### config.mk
export PLATFORM = sky130hd
export DESIGN_NAME = message_fragmenter_unit
export DESIGN_NICKNAME = d
export VERILOG_FILES = /design/src/rtl/core/mfrag_pkg.sv /design/src/rtl/core/mfrag_divider.sv /design/src/rtl/core/mfrag_queue.sv /design/src/rtl/core/mfrag_front.sv /design/src/rtl/core/mfrag_back.sv /design/src/rtl/core/message_fragmenter_unit.sv
export SDC_FILE = /design/constraint.sdc
export NUM_CORES = 1
export LEC_CHECK = 0
export BUFFER_PORTS_ARGS = -buffer_cell sky130_fd_sc_hd__buf_2
export CORE_ASPECT_RATIO = 1.25
export CORE_UTILIZATION = 55
export CTS_BUF_LIST = sky130_fd_sc_hd__clkbuf_16
export CTS_CLUSTER_SIZE = 20
export DETAILED_ROUTE_END_ITERATION = 16
export PLACE_DENSITY_LB_ADDON = 0.12
export RECOVER_POWER = 100
export SLEW_MARGIN = 30
export SYNTH_ARGS = -nofsm -noshare
export SYNTH_HDL_FRONTEND = slang
export SYNTH_SLANG_ARGS = --single-unit
### constraint.sdc
create_clock -name clock -period 6.25 [get_ports clock]
set_clock_uncertainty 0.15 [all_clocks]
set_input_delay 0.9375 -clock clock [delete_from_list [all_inputs] [get_ports clock]]
set_output_delay 0.9375 -clock clock [all_outputs]
set_load 0.05 [all_outputs]
### src/rtl/core/mfrag_pkg.sv
package mfrag_pkg;

   // widths of the payload fields
   localparam int LENGTH_BITS = 24;
   localparam int MSG_LEN_W   = 24;
   localparam int BYTE_W      = 8;
   localparam int WORD_W      = 16;

   // stream data widths, packed from the lowest bit up and padded to whole bytes
   localparam int REQ_DATA_W = ((BYTE_W + MSG_LEN_W + 7) / 8) * 8;
   localparam int RSP_DATA_W = ((BYTE_W + WORD_W + 7) / 8) * 8;

   // datagram header
   localparam int                HDR_BYTES  = 8;
   localparam int                HDR_IDX_W  = $clog2(HDR_BYTES);
   localparam logic [WORD_W-1:0] MAGIC_WORD = 16'h0008;

   // header byte positions
   localparam logic [HDR_IDX_W-1:0] HDR_MAGIC_HI = 3'd0;
   localparam logic [HDR_IDX_W-1:0] HDR_MAGIC_LO = 3'd1;
   localparam logic [HDR_IDX_W-1:0] HDR_ID_HI    = 3'd2;
   localparam logic [HDR_IDX_W-1:0] HDR_ID_LO    = 3'd3;
   localparam logic [HDR_IDX_W-1:0] HDR_SEQ_HI   = 3'd4;
   localparam logic [HDR_IDX_W-1:0] HDR_SEQ_LO   = 3'd5;
   localparam logic [HDR_IDX_W-1:0] HDR_TOTAL_HI = 3'd6;
   localparam logic [HDR_IDX_W-1:0] HDR_TOTAL_LO = 3'd7;

   // packet size register
   localparam logic [WORD_W-1:0] PKT_SIZE_RESET = 16'd1472;
   localparam logic [WORD_W-1:0] PKT_SIZE_MIN   = 16'd9;

   // divider step counter
   localparam int DIV_CNT_W = $clog2(LENGTH_BITS + 1);

   // one queued job from front to back
   typedef struct packed {
      logic [BYTE_W-1:0]      data_byte;
      logic                   first;
      logic [WORD_W-1:0]      msg_id;
      logic [WORD_W-1:0]      payload;
      logic [WORD_W-1:0]      frag_total;
      logic [LENGTH_BITS-1:0] length;
   } entry_type;

   // divider status towards the front
   typedef struct packed {
      logic                   busy;
      logic                   done;
      logic [LENGTH_BITS-1:0] quotient;
      logic                   rem_nonzero;
   } div_result_type;

endpackage

### src/rtl/core/mfrag_divider.sv
module mfrag_divider (
   input  logic                                clock,
   input  logic                                reset,
   input  logic                                start,
   input  logic [mfrag_pkg::LENGTH_BITS-1:0]   dividend,
   input  logic [mfrag_pkg::WORD_W-1:0]        divisor,
   output mfrag_pkg::div_result_type           result
);

   logic                                busy_ff;
   logic                                done_ff;
   logic [mfrag_pkg::DIV_CNT_W-1:0]     cnt_ff;
   logic [mfrag_pkg::LENGTH_BITS-1:0]   num_ff;
   logic [mfrag_pkg::WORD_W-1:0]        rem_ff;
   logic [mfrag_pkg::WORD_W-1:0]        div_ff;

   logic [mfrag_pkg::WORD_W:0]          shifted;
   logic [mfrag_pkg::WORD_W:0]          diff;
   logic                                ge;
   logic [mfrag_pkg::WORD_W-1:0]        rem_step;

   // one restoring step: bring down the next dividend bit
   always_comb begin
      shifted  = {rem_ff, num_ff[mfrag_pkg::LENGTH_BITS-1]};
      diff     = shifted - {1'b0, div_ff};
      ge       = (shifted >= {1'b0, div_ff});
      rem_step = ge ? diff[mfrag_pkg::WORD_W-1:0] : shifted[mfrag_pkg::WORD_W-1:0];
   end

   // step control
   always_ff @(posedge clock) begin
      if (reset) begin
         busy_ff <= 1'b0;
         done_ff <= 1'b0;
         cnt_ff  <= '0;
      end else begin
         done_ff <= busy_ff && (cnt_ff == mfrag_pkg::DIV_CNT_W'(1));
         if (start) begin
            busy_ff <= 1'b1;
            cnt_ff  <= mfrag_pkg::DIV_CNT_W'(mfrag_pkg::LENGTH_BITS);
         end else if (busy_ff) begin
            cnt_ff <= cnt_ff - mfrag_pkg::DIV_CNT_W'(1);
            if (cnt_ff == mfrag_pkg::DIV_CNT_W'(1)) begin
               busy_ff <= 1'b0;
            end
         end
      end
   end

   // operand and partial result registers, quotient bits shift in from the right
   always_ff @(posedge clock) begin
      if (start) begin
         num_ff <= dividend;
         rem_ff <= '0;
         div_ff <= divisor;
      end else if (busy_ff) begin
         num_ff <= {num_ff[mfrag_pkg::LENGTH_BITS-2:0], ge};
         rem_ff <= rem_step;
      end
   end

   assign result.busy        = busy_ff;
   assign result.done        = done_ff;
   assign result.quotient    = num_ff;
   assign result.rem_nonzero = (rem_ff != '0);

endmodule

### src/rtl/core/mfrag_queue.sv
module mfrag_queue (
   input  logic                  clock,
   input  logic                  reset,
   input  logic                  push,
   input  mfrag_pkg::entry_type  push_entry,
   input  logic                  pop,
   output logic                  full,
   output logic                  valid,
   output mfrag_pkg::entry_type  head
);

   mfrag_pkg::entry_type mem_ff [2];
   logic                 wr_ptr_ff;
   logic                 rd_ptr_ff;
   logic [1:0]           count_ff;

   // pointers and fill level
   always_ff @(posedge clock) begin
      if (reset) begin
         wr_ptr_ff <= 1'b0;
         rd_ptr_ff <= 1'b0;
         count_ff  <= '0;
      end else begin
         if (push) begin
            wr_ptr_ff <= ~wr_ptr_ff;
         end
         if (pop) begin
            rd_ptr_ff <= ~rd_ptr_ff;
         end
         if (push && !pop) begin
            count_ff <= count_ff + 2'd1;
         end else if (pop && !push) begin
            count_ff <= count_ff - 2'd1;
         end
      end
   end

   // entry storage
   always_ff @(posedge clock) begin
      if (push) begin
         mem_ff[wr_ptr_ff] <= push_entry;
      end
   end

   assign full  = (count_ff == 2'd2);
   assign valid = (count_ff != 2'd0);
   assign head  = mem_ff[rd_ptr_ff];

endmodule

### src/rtl/core/mfrag_front.sv
module mfrag_front (
   input  logic                                 clock,
   input  logic                                 reset,
   // request stream
   input  logic                                 req_tvalid,
   output logic                                 req_tready,
   input  logic [mfrag_pkg::REQ_DATA_W-1:0]     req_tdata,
   input  logic [0:0]                           req_tuser,
   // packet size write
   input  logic                                 csr_valid,
   input  logic [mfrag_pkg::WORD_W-1:0]         csr_data,
   // queue side
   input  logic                                 q_full,
   output logic                                 q_push,
   output mfrag_pkg::entry_type                 q_entry,
   // divider
   output logic                                 div_start,
   output logic [mfrag_pkg::LENGTH_BITS-1:0]    div_dividend,
   output logic [mfrag_pkg::WORD_W-1:0]         div_divisor,
   input  mfrag_pkg::div_result_type            div_result
);

   typedef enum logic [1:0] {
      FE_IDLE = 2'b01,
      FE_DIV  = 2'b10
   } front_state_type;

   front_state_type                    state_ff, state_in;
   logic [mfrag_pkg::WORD_W-1:0]       pkt_size_ff;
   logic [mfrag_pkg::WORD_W-1:0]       msg_id_ff, msg_id_in;
   logic [mfrag_pkg::LENGTH_BITS-1:0]  rem_ff, rem_in;
   mfrag_pkg::entry_type               hold_ff;

   logic                               accept;
   logic                               first;
   logic [mfrag_pkg::BYTE_W-1:0]       data_byte;
   logic [mfrag_pkg::LENGTH_BITS-1:0]  length;
   logic [mfrag_pkg::WORD_W-1:0]       payload;
   logic                               push_byte;
   logic [mfrag_pkg::WORD_W-1:0]       frag_total;

   // field unpacking
   assign data_byte = req_tdata[mfrag_pkg::BYTE_W-1:0];
   assign length    = mfrag_pkg::LENGTH_BITS'(
                         req_tdata[mfrag_pkg::BYTE_W +: mfrag_pkg::MSG_LEN_W]);
   assign first     = req_tuser[0];

   assign req_tready = (state_ff == FE_IDLE) && !q_full;
   assign accept     = req_tvalid && req_tready;

   // payload bytes per datagram, packet size clamped to one payload byte
   assign payload = ((pkt_size_ff < mfrag_pkg::PKT_SIZE_MIN) ? mfrag_pkg::PKT_SIZE_MIN
                                                             : pkt_size_ff)
                    - mfrag_pkg::WORD_W'(mfrag_pkg::HDR_BYTES);

   // classification of the accepted transaction
   assign push_byte    = accept && !first && (rem_ff != '0);
   assign div_start    = accept && first && (length != '0);
   assign div_dividend = length;
   assign div_divisor  = payload;
   assign frag_total   = div_result.quotient[mfrag_pkg::WORD_W-1:0]
                         + mfrag_pkg::WORD_W'(div_result.rem_nonzero);

   // entry towards the back
   always_comb begin
      q_push  = 1'b0;
      q_entry = '0;
      if ((state_ff == FE_DIV) && div_result.done) begin
         q_push             = 1'b1;
         q_entry            = hold_ff;
         q_entry.frag_total = frag_total;
      end else if (push_byte) begin
         q_push            = 1'b1;
         q_entry.data_byte = data_byte;
      end
   end

   // message bookkeeping
   always_comb begin
      state_in  = state_ff;
      msg_id_in = msg_id_ff;
      rem_in    = rem_ff;
      case (state_ff)
         FE_IDLE: begin
            if (accept && first) begin
               msg_id_in = msg_id_ff + mfrag_pkg::WORD_W'(1);
               if (length != '0) begin
                  rem_in   = length - mfrag_pkg::LENGTH_BITS'(1);
                  state_in = FE_DIV;
               end else begin
                  rem_in = '0;
               end
            end else if (push_byte) begin
               rem_in = rem_ff - mfrag_pkg::LENGTH_BITS'(1);
            end
         end
         FE_DIV: begin
            if (div_result.done) begin
               state_in = FE_IDLE;
            end
         end
         default: begin
            state_in = FE_IDLE;
         end
      endcase
   end

   always_ff @(posedge clock) begin
      if (reset) begin
         state_ff    <= FE_IDLE;
         pkt_size_ff <= mfrag_pkg::PKT_SIZE_RESET;
         msg_id_ff   <= '0;
         rem_ff      <= '0;
      end else begin
         state_ff  <= state_in;
         msg_id_ff <= msg_id_in;
         rem_ff    <= rem_in;
         if (csr_valid) begin
            pkt_size_ff <= csr_data;
         end
      end
   end

   // opening item held while the fragment total is worked out
   always_ff @(posedge clock) begin
      if (div_start) begin
         hold_ff.data_byte  <= data_byte;
         hold_ff.first      <= 1'b1;
         hold_ff.msg_id     <= msg_id_ff;
         hold_ff.payload    <= payload;
         hold_ff.frag_total <= '0;
         hold_ff.length     <= length;
      end
   end

endmodule

### src/rtl/core/mfrag_back.sv
module mfrag_back (
   input  logic                                 clock,
   input  logic                                 reset,
   // queue side
   input  logic                                 q_valid,
   input  mfrag_pkg::entry_type                 q_head,
   output logic                                 q_pop,
   // response stream
   output logic                                 rsp_tvalid,
   input  logic                                 rsp_tready,
   output logic [mfrag_pkg::RSP_DATA_W-1:0]     rsp_tdata,
   output logic                                 rsp_tlast,
   output logic [0:0]                           rsp_tuser
);

   typedef enum logic [2:0] {
      BE_IDLE    = 3'b001,
      BE_HEADER  = 3'b010,
      BE_PAYLOAD = 3'b100
   } back_state_type;

   back_state_type                       state_ff, state_in;
   logic [mfrag_pkg::LENGTH_BITS-1:0]    brem_ff, brem_in;
   logic [mfrag_pkg::WORD_W-1:0]         seq_ff, seq_in;
   logic [mfrag_pkg::WORD_W-1:0]         total_ff, total_in;
   logic [mfrag_pkg::WORD_W-1:0]         cid_ff, cid_in;
   logic [mfrag_pkg::WORD_W-1:0]         pay_ff, pay_in;
   logic [mfrag_pkg::WORD_W-1:0]         pleft_ff, pleft_in;
   logic [mfrag_pkg::WORD_W-1:0]         dlen_ff, dlen_in;
   logic [mfrag_pkg::BYTE_W-1:0]         byte_ff, byte_in;
   logic [mfrag_pkg::HDR_IDX_W-1:0]      hidx_ff, hidx_in;

   // output register
   logic                                 rsp_valid_ff, rsp_valid_in;
   logic [mfrag_pkg::BYTE_W-1:0]         rsp_byte_ff, rsp_byte_in;
   logic                                 rsp_dend_ff, rsp_dend_in;
   logic                                 rsp_mend_ff, rsp_mend_in;
   logic [mfrag_pkg::WORD_W-1:0]         rsp_dlen_ff, rsp_dlen_in;

   logic                                 out_free;
   logic [mfrag_pkg::LENGTH_BITS-1:0]    rem_eff;
   logic [mfrag_pkg::WORD_W-1:0]         pay_eff;
   logic [mfrag_pkg::WORD_W-1:0]         pleft_eff;
   logic [mfrag_pkg::WORD_W-1:0]         chunk;
   logic [mfrag_pkg::BYTE_W-1:0]         hdr_byte;
   logic                                 dend;

   assign out_free = !rsp_valid_ff || rsp_tready;
   assign q_pop    = (state_ff == BE_IDLE) && q_valid;

   // a new message restarts the datagram state
   assign rem_eff   = q_head.first ? q_head.length  : brem_ff;
   assign pay_eff   = q_head.first ? q_head.payload : pay_ff;
   assign pleft_eff = q_head.first ? '0             : pleft_ff;
   assign chunk     = (rem_eff < mfrag_pkg::LENGTH_BITS'(pay_eff))
                      ? rem_eff[mfrag_pkg::WORD_W-1:0] : pay_eff;

   // header byte at the current position
   always_comb begin
      case (hidx_ff)
         mfrag_pkg::HDR_MAGIC_HI: hdr_byte = mfrag_pkg::MAGIC_WORD[15:8];
         mfrag_pkg::HDR_MAGIC_LO: hdr_byte = mfrag_pkg::MAGIC_WORD[7:0];
         mfrag_pkg::HDR_ID_HI:    hdr_byte = cid_ff[15:8];
         mfrag_pkg::HDR_ID_LO:    hdr_byte = cid_ff[7:0];
         mfrag_pkg::HDR_SEQ_HI:   hdr_byte = seq_ff[15:8];
         mfrag_pkg::HDR_SEQ_LO:   hdr_byte = seq_ff[7:0];
         mfrag_pkg::HDR_TOTAL_HI: hdr_byte = total_ff[15:8];
         mfrag_pkg::HDR_TOTAL_LO: hdr_byte = total_ff[7:0];
         default:                 hdr_byte = '0;
      endcase
   end

   assign dend = (pleft_ff == mfrag_pkg::WORD_W'(1));

   // sequencer: fetch a transaction, send a header if a datagram opens, then the byte
   always_comb begin
      state_in     = state_ff;
      brem_in      = brem_ff;
      seq_in       = seq_ff;
      total_in     = total_ff;
      cid_in       = cid_ff;
      pay_in       = pay_ff;
      pleft_in     = pleft_ff;
      dlen_in      = dlen_ff;
      byte_in      = byte_ff;
      hidx_in      = hidx_ff;
      rsp_valid_in = rsp_valid_ff && !rsp_tready;
      rsp_byte_in  = rsp_byte_ff;
      rsp_dend_in  = rsp_dend_ff;
      rsp_mend_in  = rsp_mend_ff;
      rsp_dlen_in  = rsp_dlen_ff;
      case (state_ff)
         BE_IDLE: begin
            if (q_valid) begin
               byte_in = q_head.data_byte;
               brem_in = rem_eff;
               pay_in  = pay_eff;
               if (q_head.first) begin
                  seq_in   = '0;
                  total_in = q_head.frag_total;
                  cid_in   = q_head.msg_id;
               end
               if (pleft_eff == '0) begin
                  pleft_in = chunk;
                  dlen_in  = chunk + mfrag_pkg::WORD_W'(mfrag_pkg::HDR_BYTES);
                  hidx_in  = mfrag_pkg::HDR_MAGIC_HI;
                  state_in = BE_HEADER;
               end else begin
                  pleft_in = pleft_eff;
                  state_in = BE_PAYLOAD;
               end
            end
         end
         BE_HEADER: begin
            if (out_free) begin
               rsp_valid_in = 1'b1;
               rsp_byte_in  = hdr_byte;
               rsp_dend_in  = 1'b0;
               rsp_mend_in  = 1'b0;
               rsp_dlen_in  = dlen_ff;
               hidx_in      = hidx_ff + mfrag_pkg::HDR_IDX_W'(1);
               if (hidx_ff == mfrag_pkg::HDR_TOTAL_LO) begin
                  state_in = BE_PAYLOAD;
               end
            end
         end
         BE_PAYLOAD: begin
            if (out_free) begin
               rsp_valid_in = 1'b1;
               rsp_byte_in  = byte_ff;
               rsp_dend_in  = dend;
               rsp_mend_in  = (brem_ff == mfrag_pkg::LENGTH_BITS'(1));
               rsp_dlen_in  = dlen_ff;
               pleft_in     = pleft_ff - mfrag_pkg::WORD_W'(1);
               brem_in      = brem_ff - mfrag_pkg::LENGTH_BITS'(1);
               if (dend) begin
                  seq_in = seq_ff + mfrag_pkg::WORD_W'(1);
               end
               state_in = BE_IDLE;
            end
         end
         default: begin
            state_in = BE_IDLE;
         end
      endcase
   end

   always_ff @(posedge clock) begin
      if (reset) begin
         state_ff     <= BE_IDLE;
         brem_ff      <= '0;
         seq_ff       <= '0;
         total_ff     <= '0;
         cid_ff       <= '0;
         pay_ff       <= mfrag_pkg::WORD_W'(1);
         pleft_ff     <= '0;
         dlen_ff      <= '0;
         hidx_ff      <= '0;
         rsp_valid_ff <= 1'b0;
      end else begin
         state_ff     <= state_in;
         brem_ff      <= brem_in;
         seq_ff       <= seq_in;
         total_ff     <= total_in;
         cid_ff       <= cid_in;
         pay_ff       <= pay_in;
         pleft_ff     <= pleft_in;
         dlen_ff      <= dlen_in;
         hidx_ff      <= hidx_in;
         rsp_valid_ff <= rsp_valid_in;
      end
   end

   // payload registers
   always_ff @(posedge clock) begin
      byte_ff     <= byte_in;
      rsp_byte_ff <= rsp_byte_in;
      rsp_dend_ff <= rsp_dend_in;
      rsp_mend_ff <= rsp_mend_in;
      rsp_dlen_ff <= rsp_dlen_in;
   end

   assign rsp_tvalid = rsp_valid_ff;
   assign rsp_tdata  = {rsp_dlen_ff, rsp_byte_ff};
   assign rsp_tlast  = rsp_dend_ff;
   assign rsp_tuser  = rsp_mend_ff;

endmodule

### src/rtl/core/message_fragmenter_unit.sv
// path: a payload byte passes the job queue and the fetch and send steps of the back
//   end to the output register; a datagram start sends the eight header bytes first;
//   a message start waits for the fragment total from the bit-serial divider (one
//   quotient bit a cycle); each byte is sent before the back end fetches the next one
// reset: synchronous, active high; clears message id, sequencing state and the
//   queue, and loads the packet size register with 1472
module message_fragmenter_unit (
   input  logic                                 clock,
   input  logic                                 reset,
   // request stream
   input  logic                                 req_tvalid,
   output logic                                 req_tready,
   // data_byte [7:0], message_length [31:8]
   input  logic [mfrag_pkg::REQ_DATA_W-1:0]     req_tdata,
   // first_of_message [0]
   input  logic [0:0]                           req_tuser,
   // response stream
   output logic                                 rsp_tvalid,
   input  logic                                 rsp_tready,
   // out_byte [7:0], datagram_length [23:8]
   output logic [mfrag_pkg::RSP_DATA_W-1:0]     rsp_tdata,
   output logic                                 rsp_tlast,
   // message_end [0]
   output logic [0:0]                           rsp_tuser,
   // packet size write
   input  logic                                 csr_valid,
   output logic                                 csr_ready,
   input  logic [mfrag_pkg::WORD_W-1:0]         csr_data
);

   logic                                 q_full;
   logic                                 q_push;
   logic                                 q_pop;
   logic                                 q_valid;
   mfrag_pkg::entry_type                 q_entry;
   mfrag_pkg::entry_type                 q_head;
   logic                                 div_start;
   logic [mfrag_pkg::LENGTH_BITS-1:0]    div_dividend;
   logic [mfrag_pkg::WORD_W-1:0]         div_divisor;
   mfrag_pkg::div_result_type            div_result;

   // register write is always taken
   assign csr_ready = 1'b1;

   // fragment total divider
   mfrag_divider u_divider (
      .clock    (clock),
      .reset    (reset),
      .start    (div_start),
      .dividend (div_dividend),
      .divisor  (div_divisor),
      .result   (div_result)
   );

   // accept and classify
   mfrag_front u_front (
      .clock        (clock),
      .reset        (reset),
      .req_tvalid   (req_tvalid),
      .req_tready   (req_tready),
      .req_tdata    (req_tdata),
      .req_tuser    (req_tuser),
      .csr_valid    (csr_valid),
      .csr_data     (csr_data),
      .q_full       (q_full),
      .q_push       (q_push),
      .q_entry      (q_entry),
      .div_start    (div_start),
      .div_dividend (div_dividend),
      .div_divisor  (div_divisor),
      .div_result   (div_result)
   );

   // job queue between front and back
   mfrag_queue u_queue (
      .clock      (clock),
      .reset      (reset),
      .push       (q_push),
      .push_entry (q_entry),
      .pop        (q_pop),
      .full       (q_full),
      .valid      (q_valid),
      .head       (q_head)
   );

   // header insertion and byte output
   mfrag_back u_back (
      .clock      (clock),
      .reset      (reset),
      .q_valid    (q_valid),
      .q_head     (q_head),
      .q_pop      (q_pop),
      .rsp_tvalid (rsp_tvalid),
      .rsp_tready (rsp_tready),
      .rsp_tdata  (rsp_tdata),
      .rsp_tlast  (rsp_tlast),
      .rsp_tuser  (rsp_tuser)
   );

   // queue is never written while full
   a_no_push_full: assert property (@(posedge clock) disable iff (reset)
      q_push |-> !q_full)
      else $error("queue written while full");

   // queue is only read when it holds an entry
   a_no_pop_empty: assert property (@(posedge clock) disable iff (reset)
      q_pop |-> q_valid)
      else $error("queue read while empty");

   // no new request transaction while the divider runs
   a_busy_stall: assert property (@(posedge clock) disable iff (reset)
      div_result.busy |-> !req_tready)
      else $error("request taken during division");

   // the last byte of a message also closes its datagram
   a_mend_dend: assert property (@(posedge clock) disable iff (reset)
      (rsp_tvalid && rsp_tuser[0]) |-> rsp_tlast)
      else $error("message end without datagram end");

endmodule

==> run_results.csv <==
group,metric,value,unit
run_status,status,"finished, violations left",
run_status,violations,"capacitance limit, slew limit",
cts,cts-root-buf,"clkbuf_16",
floorplanning,dieWidth,187,microns
cts,post_cts_buffers,0,
power_and_ir_drop,switchingPower,0.00458,W
global_routing,grt_use_total,25.2,%
timing,rsz0062_at_grt,"false",
critical_path,timing_worst_setup_path_type,"reg2reg",
cts,cts_sinks,497,
yosys,synth_seq_cells,497,
finish,syn2layout_area_growth,10.1,%
yosys,syn_area_per_cell,10.3,sq um
global_routing,grt_pass1_wl,87400,microns
cts,clk_latency,0.59,ns
critical_path,cp-end-kind,"flop",
global_routing,overflow,0,
power_and_ir_drop,vdd_drop_max,332,uV
floorplanning,rows,84,
cts,postCtsHoldBufs,0,
timing,post-route-period-util,88.5,%
power_and_ir_drop,leakage,9.61,nW
power_and_ir_drop,pwr_density_cell,467,nW/um^2
timing,worst_slack,0.721,ns
yosys,yosysWarnings,0,
global_routing,antenna_found_initial,0,
yosys,seq_area_frac_synth,54.5,%
route,drt-total-wl,54800,microns
yosys,ys.flop_type,"edfxtp_1",
yosys,synth.most_common_cell,"edfxtp_1",
finish,fin_nets,2425,
yosys,syn_inst,2278,
finish,antenna_cells,0,
critical_path,cp_data_arrival_time,5.75,ns
power_and_ir_drop,sw_frac_of_total,38.0,%
cts,numCtsBuffers,48,
power_and_ir_drop,power_frac_seq,38.4,%
cts,cts_buffer_depth,3,
critical_path,rrSetupSlack,0.72,ns
timing,max_freq,181,MHz
critical_path,cp_data_required_time,6.47,ns
cts,cts_resized,0,
place,place_ws,0.850,ns
global_routing,grt_pass1_vias,16389,
cts,cts_tree,"done",
route,dr.first_iter.drc_count,1253,
power_and_ir_drop,power.internal,0.00749,W
timing,finalSetupViolations,0,
yosys,synth_area_leaders,"edfxtp_1 (36%), dfxtp_1 (18%), nor2_1 (4.3%), mux2i_1 (4.1%), nand2_1 (3.4%)",
yosys,syn_nets,2386,
global_routing,grt_max_degree,83,
floorplanning,core_area,42000,sq um
yosys,synth_top_area_share,36.4,%
route,vias,17287,
floorplanning,die_y,233,microns
timing,drv_slew,401,
route,avgViaCountPerCell,5.93,
cts,path_clk_slew,0.06,ns
yosys,synth_common_cells,"edfxtp_1 (284), nor2_1 (268), dfxtp_1 (213), nand2_1 (211), a21oi_1 (121)",
finish,drive_gt1_share,7.17,%
yosys,ys_types,80,
timing,worst_pin_slew,3.59,ns
run,drv_cap,9,
floorplanning,dieArea,43500,sq um
timing,hold_viol_final,0,
yosys,synth_edf_count,284,
floorplanning,ioPinCount,83,
power_and_ir_drop,p_comb_share,37.2,%
floorplanning,initial_core_util,55.8,%
critical_path,cp_max_fo,45,
place,gp_congestion,0.971,
route,antenna_left,0,
route,wl_per_cell,18.8,microns
yosys,async_flop_share,0,%
route,dr.pass1.iters,6,
timing,slew_headroom,-139,%
critical_path,startpoint_type,"flop",
power_and_ir_drop,clkPwrFrac,24.4,%
timing,min_period,5.53,ns
yosys,synth_largest_area_cell,"edfxtp_1",
yosys,syn-cell-area,23500,sq um
cts,htree_levels,2,
place,port-buffer-count,81,
place,dp.final_hpwl,37300,microns
route,drc_errors,0,
timing,fin_setup_tns,0,ns
finish,fin_util,61.5,%
worst_hold_path,hp-class,"reg2reg",
## power by group through the flow
stage	Combinational [W]	Clock [W]	Sequential [W]
after floorplan	0.00336	0	0.00456
after CTS	0.00448	0.00301	0.00462
after global placement	0.00436	0	0.00467
after global routing	0.00497	0.00314	0.00471
final	0.00449	0.00295	0.00463
after detailed placement	0.00445	0	0.00468
## stage by stage
step	hold WS (ns)	instances	area (sq um)	power [W]
floorplan	0.258	2278	23500	0.00792
global placement	0.266	2826	24400	0.00903
detailed placement	0.270	2826	24400	0.00914
CTS	0.284	2916	26000	0.0121
global route	0.295	2916	25800	0.0128
finish	0.281	2916	25800	0.0121
## kinds of logic after synthesis
| kind of cell | Yosys count | share of synthesized area [%] |
|---|---|---|
| simple gates | 836 | 17.0 |
| other cells | 1 | 0.0160 |
| fa+ha+maj | 54 | 2.91 |
| mux | 114 | 4.97 |
| xor+xnor | 103 | 3.85 |
| flops | 497 | 54.5 |
| buf+inv | 198 | 3.31 |
| compound gates | 475 | 13.5 |
## sequential cells by signal, summed over array words and instances, names as in the netlist, 5 cells and up, named ones only
| name | cells |
|---|---|
| u_back.total_ff | 16 |
| u_front.msg_id_ff | 16 |
| u_back.byte_ff | 8 |
| u_queue.mem_ff | 162 |
| u_divider.num_ff | 24 |
| u_divider.rem_ff | 16 |
| u_back.cid_ff | 16 |
| u_back.pleft_ff | 16 |
| u_divider.cnt_ff | 5 |
| u_back.rsp_dlen_ff | 16 |
| u_back.dlen_ff | 16 |
| u_front.pkt_size_ff | 16 |
| u_back.brem_ff | 24 |
| u_back.pay_ff | 16 |
| u_back.rsp_byte_ff | 8 |
| u_back.seq_ff | 16 |
| u_front.rem_ff | 24 |
| u_front.hold_ff | 64 |
## path summary, 6_finish.rpt
path | startpoint | to | cells after the start
worst max-delay path | u_queue.mem_ff[1][72] | u_back.dlen_ff[13] | 17
worst min-delay path | u_back.dlen_ff[13] | u_back.rsp_dlen_ff[13] | 0
worst max register to register | u_queue.mem_ff[1][72] | u_back.dlen_ff[13] | 17
worst min register to register | u_back.dlen_ff[13] | u_back.rsp_dlen_ff[13] | 0
## placed cells by master (no fill, tap or decap), drive strengths merged, types with 6 or more instances in the layout
cell and instances:
edfxtp 284, nor2 269, dfxtp 213, nand2 211
clkbuf 123, a21oi 121, o21ai 104, mux2i 98
nor3 82, inv 81, a211oi 67, xnor2 55
ha 53, xor2 48, and2 47, buf 44
nand3 41, and3 38, nor4 28, nor2b 25
nand4 24, a31oi 22, or3 21, clkinv 20
a221oi 19, a222oi 17, mux2 16, a21o 15
o22ai 12, o21a 11, a22oi 10, o211ai 9
a22o 9, or2 8, or4 8, nand2b 8
nand3b 7, o221a 6, nor3b 6
## worst max-delay path, stage by stage (launching register included)
cell	delay [ns]
edfxtp_1	0.84
mux2i_4	0.13
buf_4	0.33
a221oi_1	0.82
inv_1	0.15
ha_1	0.36
a21oi_1	0.16
nand2_1	0.07
a211oi_1	0.39
a311o_1	0.31
nand3_4	0.09
mux2i_1	0.31
ha_1	0.40
and3_1	0.29
nand4_1	0.11
mux2i_1	0.17
xnor2_1	0.14
a211oi_1	0.09
## metal layers
layer  wire (microns)  vias up  GRT usage, %  part of all wire (%)
li1                 -     8418             -                     -
met1            23900     8198          33.4                    44
met2            25800      554          41.3                    47
met3             3210      117          4.10                   5.8
met4             1930        0          10.0                   3.5
met5                0        -             0                     0
## cell type report
type	count	area [sq um]
fill	3577	16200
sequential	497	12800
multi-input combinational	1583	9910
clock buffer	51	1280
tap	559	699
timing repair buffer	116	556
clock inverter	39	333
inverter	71	268
No activity file was read; power rests on OpenSTA's default activity.
